**config.mk**
```make
export PLATFORM = sky130hd
export DESIGN_NAME = sm83_load_instruction_executor_unit
export DESIGN_NICKNAME = d
export VERILOG_FILES = /design/src/hw/rtl/sm83ld_pkg.sv /design/src/hw/rtl/sm83ld_in_stage.sv /design/src/hw/rtl/sm83ld_core.sv /design/src/hw/rtl/sm83ld_out_stage.sv /design/src/hw/rtl/sm83_load_instruction_executor_unit.sv
export SDC_FILE = /design/constraint.sdc
export NUM_CORES = 1
export LEC_CHECK = 0
export BUFFER_PORTS_ARGS = -buffer_cell sky130_fd_sc_hd__buf_2
export CAP_MARGIN = 5
export CORE_AREA = 2 2 189 191
export DETAILED_ROUTE_END_ITERATION = 7
export DIE_AREA = 0 0 191 193
export PLACE_DENSITY_LB_ADDON = 0.2
export SLEW_MARGIN = 25
export SYNTH_ARGS = -nofsm -noshare
export SYNTH_HDL_FRONTEND = slang
export SYNTH_SLANG_ARGS = --single-unit
```
**constraint.sdc**
```tcl
create_clock -name clk_i -period 3.8 [get_ports clk_i]
set_input_delay 0.19 -clock clk_i [delete_from_list [all_inputs] [get_ports clk_i]]
set_output_delay 0.19 -clock clk_i [all_outputs]
set_load 0.02 [all_outputs]
```
**src/hw/rtl/sm83ld_pkg.sv**
```systemverilog
// Shared types and constants for the SM83 load-group executor.
// Holds the phase encoding, opcode and register codes, and the result word layout.
// No dependencies.
package sm83ld_pkg;

  localparam logic [15:0] START_ADDR_RST = 16'h0100;
  localparam logic [15:0] HIGH_PAGE      = 16'hFF00;

  localparam int unsigned RESULT_W = 75;
  localparam int unsigned M_TDATA_W = 80;

  typedef enum logic [2:0] {
    PH_FETCH,
    PH_IMM8,
    PH_IMM_LO,
    PH_IMM_HI,
    PH_DATA,
    PH_WRITE,
    PH_WRITE_HI
  } phase_e;

  // Register codes as they appear in the opcode fields.
  localparam logic [2:0] REG_B   = 3'd0;
  localparam logic [2:0] REG_C   = 3'd1;
  localparam logic [2:0] REG_D   = 3'd2;
  localparam logic [2:0] REG_E   = 3'd3;
  localparam logic [2:0] REG_H   = 3'd4;
  localparam logic [2:0] REG_L   = 3'd5;
  localparam logic [2:0] REG_MEM = 3'd6;
  localparam logic [2:0] REG_A   = 3'd7;

  localparam logic [7:0] OP_HALT       = 8'h76;
  localparam logic [7:0] OP_LD_HLM_N   = 8'h36;
  localparam logic [7:0] OP_LDH_N_A    = 8'hE0;
  localparam logic [7:0] OP_LDH_A_N    = 8'hF0;
  localparam logic [7:0] OP_LD_HL_SPE  = 8'hF8;
  localparam logic [7:0] OP_LD_A16_A   = 8'hEA;
  localparam logic [7:0] OP_LD_A_A16   = 8'hFA;
  localparam logic [7:0] OP_LD_A16_SP  = 8'h08;
  localparam logic [7:0] OP_LD_SP_N16  = 8'h31;
  localparam logic [7:0] OP_LD_BCM_A   = 8'h02;
  localparam logic [7:0] OP_LD_DEM_A   = 8'h12;
  localparam logic [7:0] OP_LD_A_BCM   = 8'h0A;
  localparam logic [7:0] OP_LD_A_DEM   = 8'h1A;
  localparam logic [7:0] OP_LDH_CM_A   = 8'hE2;
  localparam logic [7:0] OP_LDH_A_CM   = 8'hF2;
  localparam logic [7:0] OP_LDI_HLM_A  = 8'h22;
  localparam logic [7:0] OP_LDD_HLM_A  = 8'h32;
  localparam logic [7:0] OP_LDI_A_HLM  = 8'h2A;
  localparam logic [7:0] OP_LDD_A_HLM  = 8'h3A;
  localparam logic [7:0] OP_LD_SP_HL   = 8'hF9;

  // Opcode families matched under a mask.
  localparam logic [7:0] MASK_LD_R_N   = 8'hC7;
  localparam logic [7:0] PAT_LD_R_N    = 8'h06;
  localparam logic [7:0] MASK_LD_RR_NN = 8'hCF;
  localparam logic [7:0] PAT_LD_RR_NN  = 8'h01;

  localparam logic [7:0] FLAG_HALF  = 8'h20;
  localparam logic [7:0] FLAG_CARRY = 8'h10;

  typedef struct packed {
    logic [15:0] sp_value;
    logic [15:0] hl_value;
    logic [7:0]  flags_value;
    logic [7:0]  acc_value;
    logic        unknown_opcode;
    logic        instruction_done;
    logic [7:0]  write_byte;
    logic [15:0] access_address;
    logic        access_is_write;
  } result_t;

endpackage

```
**src/hw/rtl/sm83ld_in_stage.sv**
```systemverilog
// Input register for the read-byte stream of the SM83 load-group executor.
// Depends on nothing but the clock and reset.
module sm83ld_in_stage (
  input  logic       clk_i,
  input  logic       rst_ni,
  input  logic       valid_i,
  output logic       ready_o,
  input  logic [7:0] byte_i,
  output logic       valid_o,
  input  logic       take_i,
  output logic [7:0] byte_o
);

  logic       valid_q, valid_d;
  logic [7:0] byte_q;

  assign ready_o = !valid_q || take_i;
  assign valid_d = (valid_i && ready_o) || (valid_q && !take_i);

  always_ff @(posedge clk_i or negedge rst_ni) begin
    if (!rst_ni) begin
      valid_q <= 1'b0;
    end else begin
      valid_q <= valid_d;
    end
  end

  always_ff @(posedge clk_i) begin
    if (valid_i && ready_o) begin
      byte_q <= byte_i;
    end
  end

  assign valid_o = valid_q;
  assign byte_o  = byte_q;

endmodule

```
**src/hw/rtl/sm83ld_core.sv**
```systemverilog
// Architectural state and combinational step logic of the SM83 load-group executor.
// Uses sm83ld_pkg for the phase encoding, opcodes and the result layout.
module sm83ld_core (
  input  logic                clk_i,
  input  logic                rst_ni,
  input  logic                cfg_we_i,
  input  logic [15:0]         cfg_wdata_i,
  input  logic                fire_i,
  input  logic [7:0]          byte_i,
  output sm83ld_pkg::result_t result_o
);
  import sm83ld_pkg::*;

  logic [7:0]  a_q, a_d;
  logic [7:0]  regs_q [6];
  logic [7:0]  regs_d [6];
  logic        half_q, half_d;
  logic        carry_q, carry_d;
  logic [15:0] sp_q, sp_d;
  logic [15:0] pc_q, pc_d;
  logic [7:0]  opcode_q, opcode_d;
  phase_e      phase_q, phase_d;
  logic [7:0]  lo_q, lo_d;
  logic [7:0]  hi_q, hi_d;

  function automatic logic [7:0] reg_read(input logic [2:0] code, input logic [7:0] a,
                                          input logic [7:0] r0, input logic [7:0] r1,
                                          input logic [7:0] r2, input logic [7:0] r3,
                                          input logic [7:0] r4, input logic [7:0] r5);
    logic [7:0] v;
    case (code)
      REG_B:   v = r0;
      REG_C:   v = r1;
      REG_D:   v = r2;
      REG_E:   v = r3;
      REG_H:   v = r4;
      REG_L:   v = r5;
      REG_A:   v = a;
      default: v = 8'h00;
    endcase
    return v;
  endfunction

  always_comb begin
    logic [7:0]  op;
    logic [15:0] hl;
    logic [15:0] bc;
    logic [15:0] de;
    logic [15:0] a16;
    logic [15:0] ext;
    logic [15:0] sum;
    logic [15:0] xs;
    logic [2:0]  dst;
    logic [2:0]  src;
    logic [7:0]  wval;
    logic        wen;
    logic        fetch;
    logic        wr;
    logic [15:0] addr;
    logic [7:0]  data;
    logic        unk;

    a_d      = a_q;
    regs_d   = regs_q;
    half_d   = half_q;
    carry_d  = carry_q;
    sp_d     = sp_q;
    pc_d     = pc_q;
    opcode_d = opcode_q;
    phase_d  = phase_q;
    lo_d     = lo_q;
    hi_d     = hi_q;

    op    = opcode_q;
    hl    = {regs_q[REG_H], regs_q[REG_L]};
    bc    = {regs_q[REG_B], regs_q[REG_C]};
    de    = {regs_q[REG_D], regs_q[REG_E]};
    a16   = {byte_i, lo_q};
    ext   = {{8{byte_i[7]}}, byte_i};
    sum   = sp_q + ext;
    xs    = sp_q ^ ext ^ sum;
    dst   = op[5:3];
    src   = op[2:0];
    wval  = byte_i;
    wen   = 1'b0;
    fetch = 1'b0;
    wr    = 1'b0;
    addr  = 16'h0000;
    data  = 8'h00;
    unk   = 1'b0;

    case (phase_q)
      PH_FETCH: begin
        opcode_d = byte_i;
        op       = byte_i;
        dst      = byte_i[5:3];
        src      = byte_i[2:0];
        if (op[7:6] == 2'b01 && op != OP_HALT) begin
          if (dst == REG_MEM) begin
            wr      = 1'b1;
            addr    = hl;
            data    = reg_read(src, a_q, regs_q[0], regs_q[1], regs_q[2], regs_q[3],
                               regs_q[4], regs_q[5]);
            phase_d = PH_WRITE;
          end else if (src == REG_MEM) begin
            addr    = hl;
            phase_d = PH_DATA;
          end else begin
            wen   = 1'b1;
            wval  = reg_read(src, a_q, regs_q[0], regs_q[1], regs_q[2], regs_q[3],
                             regs_q[4], regs_q[5]);
            fetch = 1'b1;
          end
        end else if ((op & MASK_LD_R_N) == PAT_LD_R_N || op == OP_LDH_N_A ||
                     op == OP_LDH_A_N || op == OP_LD_HL_SPE) begin
          addr    = pc_q;
          pc_d    = pc_q + 16'd1;
          phase_d = PH_IMM8;
        end else if ((op & MASK_LD_RR_NN) == PAT_LD_RR_NN || op == OP_LD_A16_A ||
                     op == OP_LD_A_A16 || op == OP_LD_A16_SP) begin
          addr    = pc_q;
          pc_d    = pc_q + 16'd1;
          phase_d = PH_IMM_LO;
        end else if (op == OP_LD_BCM_A || op == OP_LD_DEM_A) begin
          wr      = 1'b1;
          addr    = (op == OP_LD_BCM_A) ? bc : de;
          data    = a_q;
          phase_d = PH_WRITE;
        end else if (op == OP_LD_A_BCM || op == OP_LD_A_DEM) begin
          addr    = (op == OP_LD_A_BCM) ? bc : de;
          phase_d = PH_DATA;
        end else if (op == OP_LDH_CM_A) begin
          wr      = 1'b1;
          addr    = HIGH_PAGE | {8'h00, regs_q[REG_C]};
          data    = a_q;
          phase_d = PH_WRITE;
        end else if (op == OP_LDH_A_CM) begin
          addr    = HIGH_PAGE | {8'h00, regs_q[REG_C]};
          phase_d = PH_DATA;
        end else if (op == OP_LDI_HLM_A || op == OP_LDD_HLM_A) begin
          wr      = 1'b1;
          addr    = hl;
          data    = a_q;
          phase_d = PH_WRITE;
          {regs_d[REG_H], regs_d[REG_L]} = (op == OP_LDI_HLM_A) ? hl + 16'd1 : hl - 16'd1;
        end else if (op == OP_LDI_A_HLM || op == OP_LDD_A_HLM) begin
          addr    = hl;
          phase_d = PH_DATA;
          {regs_d[REG_H], regs_d[REG_L]} = (op == OP_LDI_A_HLM) ? hl + 16'd1 : hl - 16'd1;
        end else if (op == OP_LD_SP_HL) begin
          sp_d  = hl;
          fetch = 1'b1;
        end else begin
          unk   = 1'b1;
          fetch = 1'b1;
        end
      end
      PH_IMM8: begin
        if (op == OP_LD_HLM_N) begin
          wr      = 1'b1;
          addr    = hl;
          data    = byte_i;
          phase_d = PH_WRITE;
        end else if (op == OP_LDH_N_A) begin
          wr      = 1'b1;
          addr    = HIGH_PAGE | {8'h00, byte_i};
          data    = a_q;
          phase_d = PH_WRITE;
        end else if (op == OP_LDH_A_N) begin
          addr    = HIGH_PAGE | {8'h00, byte_i};
          phase_d = PH_DATA;
        end else if (op == OP_LD_HL_SPE) begin
          // Flags come from the carries out of bits 3 and 7 of the low byte.
          half_d  = xs[4];
          carry_d = xs[8];
          {regs_d[REG_H], regs_d[REG_L]} = sum;
          fetch   = 1'b1;
        end else begin
          wen   = 1'b1;
          fetch = 1'b1;
        end
      end
      PH_IMM_LO: begin
        lo_d    = byte_i;
        addr    = pc_q;
        pc_d    = pc_q + 16'd1;
        phase_d = PH_IMM_HI;
      end
      PH_IMM_HI: begin
        hi_d = byte_i;
        if (op == OP_LD_A16_A) begin
          wr      = 1'b1;
          addr    = a16;
          data    = a_q;
          phase_d = PH_WRITE;
        end else if (op == OP_LD_A_A16) begin
          addr    = a16;
          phase_d = PH_DATA;
        end else if (op == OP_LD_A16_SP) begin
          wr      = 1'b1;
          addr    = a16;
          data    = sp_q[7:0];
          phase_d = PH_WRITE_HI;
        end else if (op == OP_LD_SP_N16) begin
          sp_d  = a16;
          fetch = 1'b1;
        end else begin
          case (op[5:4])
            2'd1: begin
              regs_d[REG_D] = byte_i;
              regs_d[REG_E] = lo_q;
            end
            2'd2: begin
              regs_d[REG_H] = byte_i;
              regs_d[REG_L] = lo_q;
            end
            default: begin
              regs_d[REG_B] = byte_i;
              regs_d[REG_C] = lo_q;
            end
          endcase
          fetch = 1'b1;
        end
      end
      PH_DATA: begin
        if (op[7:6] == 2'b01) begin
          wen = 1'b1;
        end else begin
          a_d = byte_i;
        end
        fetch = 1'b1;
      end
      PH_WRITE_HI: begin
        wr      = 1'b1;
        addr    = {hi_q, lo_q} + 16'd1;
        data    = sp_q[15:8];
        phase_d = PH_WRITE;
      end
      default: begin
        fetch = 1'b1;
      end
    endcase

    if (wen) begin
      if (dst == REG_A) begin
        a_d = wval;
      end else if (dst != REG_MEM) begin
        regs_d[dst] = wval;
      end
    end

    if (fetch) begin
      wr      = 1'b0;
      data    = 8'h00;
      addr    = pc_q;
      pc_d    = pc_q + 16'd1;
      phase_d = PH_FETCH;
    end

    result_o.access_is_write  = wr;
    result_o.access_address   = addr;
    result_o.write_byte       = data;
    result_o.instruction_done = fetch;
    result_o.unknown_opcode   = unk;
    result_o.acc_value        = a_d;
    result_o.flags_value      = (half_d ? FLAG_HALF : 8'h00) | (carry_d ? FLAG_CARRY : 8'h00);
    result_o.hl_value         = {regs_d[REG_H], regs_d[REG_L]};
    result_o.sp_value         = sp_d;
  end

  always_ff @(posedge clk_i or negedge rst_ni) begin
    if (!rst_ni) begin
      a_q      <= 8'h00;
      regs_q   <= '{default: 8'h00};
      half_q   <= 1'b0;
      carry_q  <= 1'b0;
      sp_q     <= 16'h0000;
      pc_q     <= START_ADDR_RST + 16'd1;
      opcode_q <= 8'h00;
      phase_q  <= PH_FETCH;
      lo_q     <= 8'h00;
      hi_q     <= 8'h00;
    end else if (cfg_we_i) begin
      // A new start address restarts fetching with its read outstanding.
      pc_q    <= cfg_wdata_i + 16'd1;
      phase_q <= PH_FETCH;
    end else if (fire_i) begin
      a_q      <= a_d;
      regs_q   <= regs_d;
      half_q   <= half_d;
      carry_q  <= carry_d;
      sp_q     <= sp_d;
      pc_q     <= pc_d;
      opcode_q <= opcode_d;
      phase_q  <= phase_d;
      lo_q     <= lo_d;
      hi_q     <= hi_d;
    end
  end

endmodule

```
**src/hw/rtl/sm83ld_out_stage.sv**
```systemverilog
// Result register for the bus-access stream of the SM83 load-group executor.
// Uses sm83ld_pkg for the result layout and the output word width.
module sm83ld_out_stage (
  input  logic                                 clk_i,
  input  logic                                 rst_ni,
  input  logic                                 load_i,
  input  sm83ld_pkg::result_t                  result_i,
  output logic                                 ready_o,
  output logic                                 valid_o,
  input  logic                                 take_i,
  output logic [sm83ld_pkg::M_TDATA_W-1:0]     tdata_o
);
  import sm83ld_pkg::*;

  logic    valid_q, valid_d;
  result_t result_q;

  assign ready_o = !valid_q || take_i;
  assign valid_d = load_i || (valid_q && !take_i);

  always_ff @(posedge clk_i or negedge rst_ni) begin
    if (!rst_ni) begin
      valid_q <= 1'b0;
    end else begin
      valid_q <= valid_d;
    end
  end

  always_ff @(posedge clk_i) begin
    if (load_i) begin
      result_q <= result_i;
    end
  end

  assign valid_o = valid_q;
  assign tdata_o = {{(M_TDATA_W - RESULT_W){1'b0}}, result_q};

endmodule

```
**src/hw/rtl/sm83_load_instruction_executor_unit.sv**
```systemverilog
// Top level of the SM83 load-group executor: input register, step core, result register.
// Uses sm83ld_pkg, sm83ld_in_stage, sm83ld_core and sm83ld_out_stage.

// Each input word is the byte answered by the previous bus access and each output word is
// the next bus access together with the A, F, HL and SP values after that step. After reset
// or a write of the start address, the read of that address counts as issued, so the first
// input word is the first opcode. The block takes one word per clock unless the result
// register is full, and gives one word per input word: an accepted input word waits in the
// input register until it is stepped, which loads its result word into the result register.
// The step logic between the input register and the result register completes an
// instruction phase each cycle that a word is stepped, and the register file updates in
// that same cycle, so consecutive bus cycles never wait on each other. The start address
// may be written only while no word is in flight.
module sm83_load_instruction_executor_unit (
  input  logic        clk_i,
  input  logic        rst_ni,
  input  logic        cfg_we_i,
  input  logic [15:0] cfg_wdata_i,   // start_address
  input  logic        s_axis_tvalid,
  output logic        s_axis_tready,
  input  logic [7:0]  s_axis_tdata,  // [7:0] read_byte
  output logic        m_axis_tvalid,
  input  logic        m_axis_tready,
  // [0] access_is_write, [16:1] access_address, [24:17] write_byte,
  // [25] instruction_done, [26] unknown_opcode, [34:27] acc_value,
  // [42:35] flags_value, [58:43] hl_value, [74:59] sp_value, [79:75] zero
  output logic [79:0] m_axis_tdata
);
  import sm83ld_pkg::*;

  logic       in_valid;
  logic [7:0] in_byte;
  logic       out_ready;
  logic       fire;
  result_t    step_result;

  assign fire = in_valid && out_ready;

  sm83ld_in_stage u_in_stage (
    .clk_i   (clk_i),
    .rst_ni  (rst_ni),
    .valid_i (s_axis_tvalid),
    .ready_o (s_axis_tready),
    .byte_i  (s_axis_tdata),
    .valid_o (in_valid),
    .take_i  (fire),
    .byte_o  (in_byte)
  );

  sm83ld_core u_core (
    .clk_i       (clk_i),
    .rst_ni      (rst_ni),
    .cfg_we_i    (cfg_we_i),
    .cfg_wdata_i (cfg_wdata_i),
    .fire_i      (fire),
    .byte_i      (in_byte),
    .result_o    (step_result)
  );

  sm83ld_out_stage u_out_stage (
    .clk_i    (clk_i),
    .rst_ni   (rst_ni),
    .load_i   (fire),
    .result_i (step_result),
    .ready_o  (out_ready),
    .valid_o  (m_axis_tvalid),
    .take_i   (m_axis_tready),
    .tdata_o  (m_axis_tdata)
  );

  // A stepped word always reaches the result register on the next edge.
  assert property (@(posedge clk_i) disable iff (!rst_ni) fire |=> m_axis_tvalid)
    else $error("stepped word did not reach the result register");

  // An opcode fetch is a read with no data byte.
  assert property (@(posedge clk_i) disable iff (!rst_ni)
    (m_axis_tvalid && m_axis_tdata[25]) |-> (!m_axis_tdata[0] && m_axis_tdata[24:17] == 8'h00))
    else $error("opcode fetch carries write data");

  // An unhandled opcode is reported only on the fetch that skips it.
  assert property (@(posedge clk_i) disable iff (!rst_ni)
    (m_axis_tvalid && m_axis_tdata[26]) |-> m_axis_tdata[25])
    else $error("unknown opcode flagged outside a fetch");

  // Only the half-carry and carry flag bits are ever set.
  assert property (@(posedge clk_i) disable iff (!rst_ni)
    m_axis_tvalid |-> ((m_axis_tdata[42:35] & 8'hCF) == 8'h00))
    else $error("flag register has bits outside half-carry and carry");

endmodule
```
After elaboration in Yosys (flattened, before gate mapping)
Cells that the tools add are included.
{"block": "totals", "regBits": 202, "inputBits": 29, "out_inout_bits": 82}
{"block": "op_classes", "n_addsub": 6, "order_cmp": 2, "n_eq_ne": 53, "muxes": 172, "bitwise": 6, "reduce_logical": 38}
{"operator": "two-way mux 16 bit", "n": 58}
{"operator": "two-way mux 48 bit", "n": 7}
{"operator": "two-way mux 8 bit", "n": 23}
{"operator": "equality test 8 bit, second input constant", "n": 13}
{"operator": "one-hot mux 16 bit (5 select lines)", "n": 1}
{"operator": "adder 16 x 1 -> 16 bit, second input constant", "n": 4}
{"operator": "one-hot mux 16 bit (2 select lines)", "n": 2}
{"operator": "two-way mux 3 bit", "n": 21}
{"operator": "one-hot mux 8 bit (7 select lines)", "n": 1}
{"operator": "bitwise mux 48 bit", "n": 1}
{"operator": "equality test 8 x 6 -> 1 bit, second input constant", "n": 6}
{"operator": "two-way mux 1 bit", "n": 48}
{"operator": "one-hot mux 16 bit (3 select lines)", "n": 1}
{"operator": "two-way mux 32 bit", "n": 1}
{"operator": "one-hot mux 8 bit (4 select lines)", "n": 1}
{"operator": "demux 8 bit (select 3 bit)", "n": 1}
{"operator": "equality test 3 bit, second input constant", "n": 8}
{"operator": "equality test 8 x 4 -> 1 bit, second input constant", "n": 3}
{"operator": "XOR 9 bit", "n": 2}
{"operator": "adder 16 bit", "n": 1}
{"operator": "equality test 8 x 5 -> 1 bit, second input constant", "n": 2}
{"operator": "subtractor 16 x 1 -> 16 bit, second input constant", "n": 1}
{"operator": "one-hot mux 3 bit (5 select lines)", "n": 1}
{"operator": "logical OR 1 bit", "n": 14}
{"operator": "other kinds (35)", "n": 56}

Depth between registers and ports, before layout
{"block": "logic_depth", "ltp_word": 16, "mapped_depth": 16, "depth_no_buf": 10}

Hierarchy
A second synthesis with hierarchy kept.
{"block": "unflattened", "hier_cells": 1685, "hier_area_um2": 14641.5}
{"mod": "sm83ld_core", "instances": 1, "cells_per_inst": 1588, "area_each_um2": 12000.3, "seq_area_each_um2": 2930.3}
{"mod": "sm83ld_out_stage", "instances": 1, "cells_per_inst": 84, "area_each_um2": 2341.0, "seq_area_each_um2": 2277.2}
{"mod": "sm83ld_in_stage", "instances": 1, "cells_per_inst": 12, "area_each_um2": 294.0, "seq_area_each_um2": 265.3}
{"mod": "sm83_load_instruction_executor_unit", "instances": 1, "cells_per_inst": 1, "area_each_um2": 6.3, "seq_area_each_um2": 0.0}

Worst setup path after synthesis
Ideal clock, no wire load.
{"block": "synth_timing", "path_type": "register -> register", "start": "register u_out_stage.valid_q (netlist: u_out_stage.valid_o)", "end": "register u_core.hi_q[0]", "setup_time_ns": 0.125, "arrival_time_ns": 3.291, "setup_slack_ns": 0.384, "stages_incl_launch_ff": 8, "synth_period_minus_slack_ns": 3.416, "cell_sequence": "dfrtp_1 nand2b_1 nand2_1 clkinv_1 nand2b_1 clkbuf_1 nor2_1 mux2_2"}
{"block": "synth_via", "elab_chain_len": 4}
{"element": "start, declared", "line": "sm83ld_out_stage.sv:15", "text": "logic valid_q, valid_d;"}
{"element": "start signal, assigned", "line": "sm83ld_out_stage.sv:25", "text": "valid_q <= valid_d;"}
{"element": "logical NOT 1 bit", "line": "sm83ld_out_stage.sv:18", "text": "assign ready_o = !valid_q || take_i;"}
{"element": "logical OR 1 bit", "line": "sm83ld_out_stage.sv:18"}
{"element": "logical AND 1 bit", "line": "sm83_load_instruction_executor_unit.sv:37", "text": "assign fire = in_valid && out_ready;"}
{"element": "via fire", "line": "sm83_load_instruction_executor_unit.sv:34", "text": "logic fire;"}
{"element": "AND reduction 3 bit (no line)"}
{"element": "end signal, assigned", "line": "sm83ld_core.sv:297", "text": "hi_q <= hi_d;"}
{"element": "end, declared", "line": "sm83ld_core.sv:24", "text": "logic [7:0] hi_q, hi_d;"}
The timed path passes the listed nets, and every way through them passes these cells.
A chain may end at the register's enable or synchronous reset.

==> results.md <==
- Drt pass-1 iters: 6
- Min-delay src: cfg_wdata_i[10]
- Post-Syn Area: 13800 um2
- Status: finished, final reports clean
- Post-synth top flop: dfrtp_1
- Min-delay worst type: primary input to register
- Reg clk slew, reported paths: 0.09 ns
- Tmin final: 3.62 ns
- CTS tree: done
- Share of cells above drive strength 1: between 10% and 20%
- Final setup vio count: 0
- Final Hold Vio Count: 0
- Max-Cap Viols: 0
- Initial antenna violation count: 3
- Count leader, synth: nand2_1
- Cells along the critical path: buf_4 > ha_1 > and2_1 > a221oi_1 > nor4_1 > a221o_1 > nor3_1 > a31oi_1 > mux2_2
- Max-slew headroom: between 30% and 40%
- Reg2reg end: u_core.regs_q[13]$_DFFE_PN0P_
- R2R depth: 9
- Starting Density: between 30% and 40%
- Synth top area share: approximately a fifth
- Fmax: 0.277 GHz
- CTS root buf: clkbuf_16
- Ports: about 110
- Startpoint Class: register
- Leakage power: roughly 6.1 nW
- Ys Warns: 0
- Delay-heaviest family, CP: compound AO/OA/AOI/OAI gates
- Fin crit share: 95.1%
- Register bit total from synthesis: around 200
- Worst-Margin Slew: between 0.9 and 1 ns
- Setup TNS: 0 ns
- Clock Skews: just over 0.03 ns
- FP Rows: 69
- Number of synthesized flops with an enable pin: 77
- Chip width: 191 um
- Post CTS Setup Buffer Count: 0
- Post-synthesis sequential area ratio: between 30% and 40%
- Cell variety after synth: between 100 and 150
- Crit path depth: 9
- Largest net degree at the start of global routing: between 70 and 80
- DRT antenna net count: 0
- Max clock buf depth: 2
- Grt ovf: 0
- Num CTS Buffers: 17
- Hold path depth: 4
- Vias per cell: approximately 6.6
- Total die area: ~37000 um2
- CP max stage cell: edfxtp_1
- Worst Setup End Kind: register
- Total wire length: about 58 mm
- Avg WL per Cell: about 28 um
- Gpl congestion: around 1
- Synth area leader: dfrtp_1
- Synth area leaders: dfrtp_1 (21%), edfxtp_1 (17%), mux2_2 (5.1%)
- Commonest cells in the netlist: nand2_1 (162), dfrtp_1 (117), nor2_1 (115), a21oi_1 (94)
- Max incr delay on CP: roughly 0.9 ns
- R2r setup slk: between 0.15 and 0.2 ns
- First-pass GRT wire length: 85.6 mm
- Avg Inst Size Synth: between 9 and 10 um2
- Power Dens Cells: around 560 nW/um2
- WS Path Type: register to register
- Final nets: ~1.7k
- IO buf count: just under 100
- Clock Latency Late Sink: ~0.49 ns
- H-tree depth: 4
- Slew Limit Fails: 0
- Synth Instances: 1517
- Clock sinks: 196
- Core area: 35000 um2
- Post-DP HPWL: just over 40 mm
- Vias post-DR: ~14k
- Gr usage total: between 30% and 40%
- Chip height: roughly 190 um
- Peak supply drop: about 0.00037 V
- Crit path required time: 4.18 ns
- Area after DPL: ~15000 um2
- Hold endpoint: u_core.pc_q[10]$_DFFE_PN0P_
- Final instance area: between 15000 and 20000 um2
- RSZ-0062 raised after global routing: false
- Core Util, Final: ~45%
- Critical Path AT: between 3 and 4 ns
- Drt initial violations: 1868
- DRC violations left: 0
- CP max FO: 16
- FFs w/ async S/R, synth: 60.7%
- Vias in the first global route: approximately 13k
- Crit Reg-Reg Startpoint: u_in_stage.byte_o[7]$_DFFE_PP_
- Layout area overhead: 13.7%
- CP bufs+invs: 1
## through the flow
| stage | cells | setup slack (ns) | total power, mW | hold WS [ns] |
|---|---|---|---|---|
| 6_report | 2081 | 0.185 | 8.83 | 0.0910 |
| 5_1_grt | 2078 | 0.121 | 9.18 | 0.0926 |
| 4_1_cts | 2078 | 0.283 | 8.70 | 0.0736 |
| 3_5_place_dp | 2033 | 0.302 | 6.76 | 0.386 |
| 3_3_place_gp | 2033 | 0.179 | 6.76 | 0.389 |
| 2_1_floorplan | 1527 | 0.384 | 5.38 | -0.106 |
## how the worst max path moves through the flow
stage                                         startpoint                       endpoint  slack (ns)
after floorplan            u_out_stage.valid_o$_DFF_PN0_     u_core.hi_q[0]$_DFFE_PN0P_        0.38
after global placement    u_in_stage.byte_o[7]$_DFFE_PP_  u_core.regs_q[13]$_DFFE_PN0P_        0.18
after detailed placement  u_in_stage.byte_o[7]$_DFFE_PP_  u_core.regs_q[13]$_DFFE_PN0P_        0.30
after CTS                 u_in_stage.byte_o[7]$_DFFE_PP_  u_core.regs_q[13]$_DFFE_PN0P_        0.28
after global routing      u_in_stage.byte_o[7]$_DFFE_PP_  u_core.regs_q[13]$_DFFE_PN0P_        0.12
final                     u_in_stage.byte_o[7]$_DFFE_PP_  u_core.regs_q[13]$_DFFE_PN0P_        0.18
## placed cells by master, fill, tap and decap left out, types with 26 or more instances in the layout
cell type  instances
nor3_1            28
mux2i_1           30
dfrtp_1          117
o22ai_1           42
buf_2             98
nand3_1           44
inv_1             28
a21oi_1           94
a22oi_1           33
nor2_1           112
nand2_1          162
buf_4             73
mux2_2            62
o211ai_1          26
a31oi_1           34
o21ai_0           68
edfxtp_1          77
## logic make-up after synthesis
| family | after synthesis | synth area share, % |
|---|---|---|
| flip-flops | 196 | 38.3 |
| buffers and inverters | 160 | 5.15 |
| AO/OA/AOI/OAI | 487 | 24.8 |
| XOR/XNOR | 33 | 2.09 |
| multiplexers | 100 | 8.45 |
| adder cells (fa/ha/maj) | 24 | 2.23 |
| AND/OR/NAND/NOR | 516 | 19.0 |
| other | 1 | 0.0271 |
## metal layers
layer | up-vias | wire length [um] | global-route usage [%]
li1 | 5960 | - | -
met1 | 6710 | 25800 | 45.8
met2 | 902 | 23300 | 43.5
met3 | 148 | 6480 | 9.21
met4 | 0 | 2800 | 14.9
met5 | - | 0 | 0
## flip-flops by register name (all words and copies together) (netlist names)
register and count:
u_core.phase_q 3, u_core.opcode_q 8, u_in_stage.valid_o 1, u_out_stage.valid_o 1, u_core.a_q 8, u_core.pc_q 16, u_core.sp_q 16, u_core.hi_q 8
u_core.lo_q 8, u_out_stage.tdata_o 69, u_core.regs_q 48, u_core.half_q 1, u_in_stage.byte_o 8, u_core.carry_q 1
## what timing repair did
| action | 4_1_cts | 5_1_grt |
|---|---|---|
| gates resized for setup | 0 | 0 |
| hold buffers | 13 | 0 |
| hold endpoints to repair | 75 | 0 |
## power breakdown
group,switching (mW),total (mW),leakage [nW],internal (mW)
sequential,0.757,3.53,2.21,2.77
combinational,2.08,3.37,3.64,1.29
clock,1.04,1.93,0.291,0.893
total,3.88,8.83,6.13,4.95
## layout make-up
type / instances / area, um2
multi-input combinational: 1171 / 7860
tap: 461 / 577
clock buffer: 17 / 425
inverter: 29 / 110
antenna: 3 / 7.51
sequential: 196 / 5290
timing repair buffer: 189 / 1250
clock inverter: 15 / 183
fill: 3419 / 19300
## worst register-to-register path, cell delays in order, from the launching register on
cell and delay (ns):
edfxtp_1 0.90, buf_4 0.31, ha_1 0.35, and2_1 0.25
a221oi_1 0.56, nor4_1 0.13, a221o_1 0.32, nor3_1 0.19
a31oi_1 0.18, mux2_2 0.33
Note: power is estimated with default switching activity, not from simulation.
